[src/ppbs_pkg.sv]
// shared constants and control types for the proportional power budget scaler
package ppbs_pkg;

    localparam int POWER_W = 16;
    localparam int MOD_CNT = 4;
    localparam int IDX_W   = $clog2(MOD_CNT);
    localparam int SUM_W   = POWER_W + IDX_W;
    localparam int PROD_W  = 2 * POWER_W;
    localparam int STEP_W  = $clog2(POWER_W);

    localparam logic [POWER_W-1:0] LIMIT_RESET = POWER_W'(6400);
    localparam logic [POWER_W-1:0] GRANT_RESET = POWER_W'(1280);

    typedef struct packed {
        logic             load;
        logic             sum;
        logic             pass;
        logic             mul;
        logic             div_load;
        logic             div_step;
        logic             store;
        logic [IDX_W-1:0] idx;
    } ppbs_cmd_t;

    typedef struct packed {
        logic any_ready;
        logic over_limit;
    } ppbs_stat_t;

endpackage

[src/ppbs_dp.sv]
// datapath: request capture, sum, multiplier, restoring divider, held grants
module ppbs_dp
    import ppbs_pkg::*;
(
    input  logic               aclk,
    input  logic               aresetn,
    input  logic               cfg_valid,
    input  logic               cfg_ready,
    input  logic [POWER_W-1:0] cfg_power_limit,
    input  logic [3:0]         s_ready_mask,
    input  logic [POWER_W-1:0] s_request_a,
    input  logic [POWER_W-1:0] s_request_b,
    input  logic [POWER_W-1:0] s_request_c,
    input  logic [POWER_W-1:0] s_request_d,
    input  ppbs_cmd_t          cmd,
    output ppbs_stat_t         stat,
    output logic [POWER_W-1:0] m_grant_a,
    output logic [POWER_W-1:0] m_grant_b,
    output logic [POWER_W-1:0] m_grant_c,
    output logic [POWER_W-1:0] m_grant_d,
    output logic               m_was_scaled
);

    logic [POWER_W-1:0] limit_reg;
    logic [POWER_W-1:0] req_reg [MOD_CNT];
    logic [POWER_W-1:0] held_reg [MOD_CNT];
    logic               flag_reg;
    logic               any_reg;
    logic [SUM_W-1:0]   sum_reg;
    logic [PROD_W-1:0]  prod_reg;
    logic [SUM_W-1:0]   rem_reg;
    logic [POWER_W-1:0] quo_reg;

    logic [SUM_W+1:0]   trial;
    logic               qbit;

    // one long-division step: shift the next dividend bit into the remainder
    assign trial = {1'b0, rem_reg, quo_reg[POWER_W-1]} - (SUM_W+2)'(sum_reg);
    assign qbit  = ~trial[SUM_W+1];

    always_ff @(posedge aclk) begin
        if (!aresetn) begin
            limit_reg <= LIMIT_RESET;
            flag_reg  <= 1'b0;
            for (int i = 0; i < MOD_CNT; i++) begin
                held_reg[i] <= GRANT_RESET;
            end
        end else begin
            if (cfg_valid && cfg_ready) begin
                limit_reg <= cfg_power_limit;
            end
            if (cmd.pass) begin
                for (int i = 0; i < MOD_CNT; i++) begin
                    held_reg[i] <= req_reg[i];
                end
                flag_reg <= 1'b0;
            end
            if (cmd.store) begin
                held_reg[cmd.idx] <= quo_reg;
                flag_reg          <= 1'b1;
            end
        end
    end

    always_ff @(posedge aclk) begin
        if (cmd.load) begin
            req_reg[0] <= s_request_a;
            req_reg[1] <= s_request_b;
            req_reg[2] <= s_request_c;
            req_reg[3] <= s_request_d;
            any_reg    <= |s_ready_mask;
        end
        if (cmd.sum) begin
            sum_reg <= SUM_W'(req_reg[0]) + SUM_W'(req_reg[1])
                     + SUM_W'(req_reg[2]) + SUM_W'(req_reg[3]);
        end
        if (cmd.mul) begin
            prod_reg <= PROD_W'(req_reg[cmd.idx]) * PROD_W'(limit_reg);
        end
        // request <= sum, so the quotient fits the low half
        if (cmd.div_load) begin
            rem_reg <= SUM_W'(prod_reg[PROD_W-1:POWER_W]);
            quo_reg <= prod_reg[POWER_W-1:0];
        end else if (cmd.div_step) begin
            if (qbit) begin
                rem_reg <= trial[SUM_W-1:0];
            end else begin
                rem_reg <= {rem_reg[SUM_W-2:0], quo_reg[POWER_W-1]};
            end
            quo_reg <= {quo_reg[POWER_W-2:0], qbit};
        end
    end

    assign stat.any_ready  = any_reg;
    assign stat.over_limit = sum_reg > SUM_W'(limit_reg);

    assign m_grant_a    = held_reg[0];
    assign m_grant_b    = held_reg[1];
    assign m_grant_c    = held_reg[2];
    assign m_grant_d    = held_reg[3];
    assign m_was_scaled = flag_reg;

    // the divider start value must be below the divisor for a 16-bit quotient
    a_div_start: assert property (@(posedge aclk) disable iff (!aresetn)
        cmd.div_load |-> (SUM_W'(prod_reg[PROD_W-1:POWER_W]) < sum_reg))
        else $error("divider start remainder not below sum");

    // a scaled grant never exceeds the budget
    a_grant_bound: assert property (@(posedge aclk) disable iff (!aresetn)
        cmd.store |-> (quo_reg <= limit_reg))
        else $error("scaled grant above power limit");

endmodule

[src/ppbs_ctrl.sv]
// controller: sequences sum, compare and per-module multiply/divide
module ppbs_ctrl
    import ppbs_pkg::*;
(
    input  logic       aclk,
    input  logic       aresetn,
    input  logic       s_valid,
    output logic       s_ready,
    output logic       m_valid,
    input  logic       m_ready,
    input  ppbs_stat_t stat,
    output ppbs_cmd_t  cmd
);

    typedef enum logic [2:0] {
        ST_IDLE,
        ST_SUM,
        ST_DECIDE,
        ST_MUL,
        ST_LOAD,
        ST_DIV,
        ST_STORE,
        ST_OUT
    } state_t;

    state_t            state_reg, state_next;
    logic [IDX_W-1:0]  idx_reg, idx_next;
    logic [STEP_W-1:0] step_reg, step_next;

    always_comb begin
        state_next = state_reg;
        idx_next   = idx_reg;
        step_next  = step_reg;
        cmd        = '0;
        cmd.idx    = idx_reg;
        s_ready    = 1'b0;
        m_valid    = 1'b0;
        unique case (state_reg)
            ST_IDLE: begin
                s_ready  = 1'b1;
                cmd.load = s_valid;
                if (s_valid) begin
                    state_next = ST_SUM;
                end
            end
            ST_SUM: begin
                cmd.sum    = 1'b1;
                state_next = ST_DECIDE;
            end
            ST_DECIDE: begin
                if (!stat.any_ready) begin
                    state_next = ST_OUT;
                end else if (stat.over_limit) begin
                    idx_next   = '0;
                    state_next = ST_MUL;
                end else begin
                    cmd.pass   = 1'b1;
                    state_next = ST_OUT;
                end
            end
            ST_MUL: begin
                cmd.mul    = 1'b1;
                state_next = ST_LOAD;
            end
            ST_LOAD: begin
                cmd.div_load = 1'b1;
                step_next    = '0;
                state_next   = ST_DIV;
            end
            ST_DIV: begin
                cmd.div_step = 1'b1;
                step_next    = step_reg + 1'b1;
                if (step_reg == STEP_W'(POWER_W - 1)) begin
                    state_next = ST_STORE;
                end
            end
            ST_STORE: begin
                cmd.store = 1'b1;
                if (idx_reg == IDX_W'(MOD_CNT - 1)) begin
                    state_next = ST_OUT;
                end else begin
                    idx_next   = idx_reg + 1'b1;
                    state_next = ST_MUL;
                end
            end
            ST_OUT: begin
                m_valid = 1'b1;
                if (m_ready) begin
                    state_next = ST_IDLE;
                end
            end
            default: begin
                state_next = ST_IDLE;
            end
        endcase
    end

    always_ff @(posedge aclk) begin
        if (!aresetn) begin
            state_reg <= ST_IDLE;
            idx_reg   <= '0;
            step_reg  <= '0;
        end else begin
            state_reg <= state_next;
            idx_reg   <= idx_next;
            step_reg  <= step_next;
        end
    end

    // one item at a time: no new transfer right after an input transfer
    a_busy: assert property (@(posedge aclk) disable iff (!aresetn)
        (s_valid && s_ready) |=> !s_ready)
        else $error("input accepted while busy");

    // a result transfer returns the block to accepting
    a_back_idle: assert property (@(posedge aclk) disable iff (!aresetn)
        (m_valid && m_ready) |=> (s_ready && !m_valid))
        else $error("not idle after result transfer");

    // a result is never offered while input is open
    a_exclusive: assert property (@(posedge aclk) disable iff (!aresetn)
        !(s_ready && m_valid))
        else $error("input ready while result pending");

endmodule

[src/proportional_power_budget_scaler.sv]
// top level of the proportional power budget scaler
//
//  channel   direction  ports
//  cfg       in         cfg_valid, cfg_ready, cfg_power_limit
//  s         in         s_valid, s_ready, s_ready_mask, s_request_a..d
//  m         out        m_valid, m_ready, m_grant_a..d, m_was_scaled
//
// no ready bit or no scaling: the item passes ST_SUM and ST_DECIDE, then m_valid rises in ST_OUT
// scaling: after ST_DECIDE each module in turn runs multiply, divider load, 16 divide steps and store,
// then m_valid rises in ST_OUT; the shared bit-serial divider sets the scaling time
// one item is in flight; s_ready is high only while idle
// a stalled m_ready holds the result and blocks the next input
// synchronous reset restores 100 W limit and 20 W grants; cfg_ready is always high
module proportional_power_budget_scaler
    import ppbs_pkg::*;
(
    input  logic               aclk,
    input  logic               aresetn,
    input  logic               cfg_valid,
    output logic               cfg_ready,
    input  logic [POWER_W-1:0] cfg_power_limit,
    input  logic               s_valid,
    output logic               s_ready,
    input  logic [3:0]         s_ready_mask,
    input  logic [POWER_W-1:0] s_request_a,
    input  logic [POWER_W-1:0] s_request_b,
    input  logic [POWER_W-1:0] s_request_c,
    input  logic [POWER_W-1:0] s_request_d,
    output logic               m_valid,
    input  logic               m_ready,
    output logic [POWER_W-1:0] m_grant_a,
    output logic [POWER_W-1:0] m_grant_b,
    output logic [POWER_W-1:0] m_grant_c,
    output logic [POWER_W-1:0] m_grant_d,
    output logic               m_was_scaled
);

    ppbs_cmd_t  cmd;
    ppbs_stat_t stat;

    assign cfg_ready = 1'b1;

    ppbs_ctrl u_ctrl (
        .aclk    (aclk),
        .aresetn (aresetn),
        .s_valid (s_valid),
        .s_ready (s_ready),
        .m_valid (m_valid),
        .m_ready (m_ready),
        .stat    (stat),
        .cmd     (cmd)
    );

    ppbs_dp u_dp (
        .aclk            (aclk),
        .aresetn         (aresetn),
        .cfg_valid       (cfg_valid),
        .cfg_ready       (cfg_ready),
        .cfg_power_limit (cfg_power_limit),
        .s_ready_mask    (s_ready_mask),
        .s_request_a     (s_request_a),
        .s_request_b     (s_request_b),
        .s_request_c     (s_request_c),
        .s_request_d     (s_request_d),
        .cmd             (cmd),
        .stat            (stat),
        .m_grant_a       (m_grant_a),
        .m_grant_b       (m_grant_b),
        .m_grant_c       (m_grant_c),
        .m_grant_d       (m_grant_d),
        .m_was_scaled    (m_was_scaled)
    );

endmodule

[config.mk]
export PLATFORM = sky130hd
export DESIGN_NAME = proportional_power_budget_scaler
export DESIGN_NICKNAME = d
export VERILOG_FILES = /design/src/ppbs_pkg.sv /design/src/ppbs_dp.sv /design/src/ppbs_ctrl.sv /design/src/proportional_power_budget_scaler.sv
export SDC_FILE = /design/constraint.sdc
export NUM_CORES = 1
export LEC_CHECK = 0
export BUFFER_PORTS_ARGS = -buffer_cell sky130_fd_sc_hd__buf_2
export CORE_MARGIN = 4
export CORE_UTILIZATION = 40
export CTS_CLUSTER_DIAMETER = 100
export CTS_CLUSTER_SIZE = 25
export DETAILED_ROUTE_END_ITERATION = 8
export PLACE_DENSITY = 0.59
export SLEW_MARGIN = 30
export SYNTH_ARGS = -nofsm -noshare
export SYNTH_HDL_FRONTEND = slang
export SYNTH_SLANG_ARGS = --single-unit
[constraint.sdc]
create_clock -name aclk -period 7.46 [get_ports aclk]
set_clock_uncertainty 0.2 [all_clocks]
set_input_delay 1.119 -clock aclk [delete_from_list [all_inputs] [get_ports aclk]]
set_output_delay 1.119 -clock aclk [all_outputs]
set_load 0.02 [all_outputs]
==> results.txt <==
Yosys cell types: 72
core area: 51600 um2
CP endpoint kind: flip-flop
CP required: 7540 ps
CTS buffer count: 13
Syn Area/Cell: 10.4 um2
Tcrit/Tclk final: 95.1%
routed vias: 14800
Max transition margin: 35.0%
Critical Path AT: 7170 ps
nets: 2606
Yosys reg bits: 241
Die Y: 237 um
HP Class: reg -> reg
fin util: 44.4%
Primary FF master, synth: edfxtp_1
leakage: 0.0104 uW
starting DRC count in detailed routing: 1155
CTS tree: done
hold_buf cts: 0
status: completed
largest net degree at the start of global routing: 66
Post-Syn Area: 21000 um2
1st-pass router iterations: 5
DRT Wirelength: 57600 um
YS warnings: 0
final setup violation count: 0
per-cell routed wire length: 20.5 um
worst vdd ir: 0.459 mV
layout cells sized above 1: 11.8%
RSZ-0062 raised after global routing: false
DRC: 0
max-slew violation count: 0
IO Pins: 157
EDFF count, synth: 211
Synth Net Count: 2483
# port buffers: 155
PwrDens: 403 nW/um2
Final Hold Violating Endpoints: 0
number of global-route vias before repair: 15400
Root Buffer: clkbuf_16
min Tclk post-route: 7090 ps
Max-Cap Viols: 0
DPL Wire Length: 46600 um
DRT antenna net count: 0
Clock Latency Late Sink: 530 ps
WS Path Type: reg -> reg
RePlAce Congestion: 0.931
worst-margin pin slew: 973 ps
initial antenna violation count: 0
cells after synthesis: 2006
fmax: 0.141 GHz
n_diodes: 0
Layout area overhead: 9.27%
Synth async-reset ratio: 0%
Starting Density: 40.6%
# rows: 83
gr usage total: 20.3%
PnR worst setup slack: 369 ps
clk sink count: 241
CTS H-tree depth: 1
global-route wire length before repair: 89400 um
Die ar.: 56100 um2
Die X: 237 um
clock-pin transition on the worst setup and hold timing paths: 110 ps
Seq/Total Area, Yosys: 33.1%
Vias/cell: 5.26
Placement Setup Slack: 308 ps
gr ovfl total: 0
crit path launch type: flip-flop
setup TNS: 0 ps
Longest Clk Path Bufs: 3
CP max FO: 16
[layout by cell type, fill, tap and decap left out, types with 20 or more instances in the layout]
cell / count
and2_1: 130
nor2b_1: 21
a21o_1: 26
xnor2_1: 46
a21oi_1: 78
dfxtp_1: 30
inv_1: 340
nor2_1: 70
buf_4: 35
edfxtp_1: 211
nand2_1: 234
nand3_1: 20
a22o_1: 56
mux2i_1: 27
buf_2: 155
ha_1: 175
fa_1: 213
o21ai_0: 36
[Yosys cell counts, types with 6 or more instances]
library cell | count | area [um2]
o21a_1 | 12 | 90.1
xor2_1 | 17 | 149
nand2_1 | 234 | 878
nor3b_1 | 6 | 45.0
nor2_1 | 71 | 267
xnor2_1 | 46 | 403
a211oi_1 | 6 | 45.0
and3_1 | 14 | 87.6
inv_1 | 340 | 1280
mux2i_1 | 27 | 270
o211ai_1 | 16 | 120
o21ai_1 | 7 | 35.0
and2_1 | 131 | 820
o21ai_0 | 36 | 180
a21oi_1 | 78 | 390
buf_4 | 7 | 52.6
fa_1 | 213 | 4260
nand2b_1 | 16 | 100
ha_1 | 175 | 2190
nand4_1 | 7 | 43.8
nor2b_1 | 21 | 131
a22o_1 | 56 | 490
clkbuf_1 | 65 | 244
a31o_2 | 6 | 52.6
a21o_1 | 26 | 195
edfxtp_1 | 211 | 6340
mux4_2 | 16 | 360
nor3_1 | 18 | 90.1
dfxtp_1 | 30 | 601
nand3_1 | 20 | 100
[through the flow]
stage          total power [uW]  cell area, um2  cells  hold WS, ps
2_1_floorplan              6660           21000   2006          258
3_3_place_gp               8280           22500   2791          237
3_5_place_dp               8370           22500   2791          252
4_1_cts                    9210           22900   2813          277
5_1_grt                   10100           22900   2816          309
6_report                   9230           22900   2816          277
[routing by layer]
metal | track usage (%) | wire length, um
met1 | 27.8 | 24800
met2 | 34.8 | 28200
met3 | 2.17 | 3050
met4 | 5.18 | 1520
met5 | 0 | 0
[worst max-delay path, cell delays in order, from the launching register on]
cell      delay, ps
dfxtp_1         380
buf_12          200
mux4_2          710
and2_1          260
fa_1            510
inv_1            60
fa_1            470
inv_1            50
fa_1            490
fa_1            540
fa_1            500
inv_1            50
fa_1            470
inv_1            40
ha_1            370
and4_1          270
and2_1          170
a22oi_1          70
o211ai_1        190
o21ai_2         140
o21ai_2         290
nor4b_2         100
a211o_1         280
[what timing repair did]
item                       in CTS  in global routing
setup endpoints to repair       0                  1
gates resized for setup         0                  3
setup buffers                   0                  3
[kinds of logic after synthesis]
group	Yosys count	share of synthesized area (%)
compound gates	288	9.57
xor+xnor	63	2.63
fa+ha+maj	388	30.8
buf+inv	423	7.81
flops	241	33.1
mux	44	3.06
other cells	1	0.0179
simple gates	558	13.0
[path summary, 6_finish.rpt]
path	start	end	cells past startpoint	slack (ps)
max	flip-flop	u_dp.prod_reg[29]$_DFFE_PP_	22	370
max reg2reg	flip-flop	u_dp.prod_reg[29]$_DFFE_PP_	22	370
min	u_dp.m_was_scaled$_SDFFE_PN0P_	u_dp.m_was_scaled$_SDFFE_PN0P_	1	280
min reg2reg	u_dp.m_was_scaled$_SDFFE_PN0P_	u_dp.m_was_scaled$_SDFFE_PN0P_	1	280
[report_power, final]
part	switching, uW	total [uW]	internal [uW]	leakage (uW)
registers	210	2190	1980	0.00224
logic	3650	6250	2600	0.00800
clock network	460	795	336	0.000178
total	4320	9230	4910	0.0104
[area by class of cell]
type / count / area (um2)
inverter: 340 / 1280
clock buffer: 20 / 352
timing repair buffer: 191 / 1060
multi-input combinational: 1342 / 12400
tap: 680 / 851
fill: 4940 / 28700
sequential: 241 / 6940
clock inverter: 2 / 17.5
No activity file was read; power rests on OpenSTA's default activity.
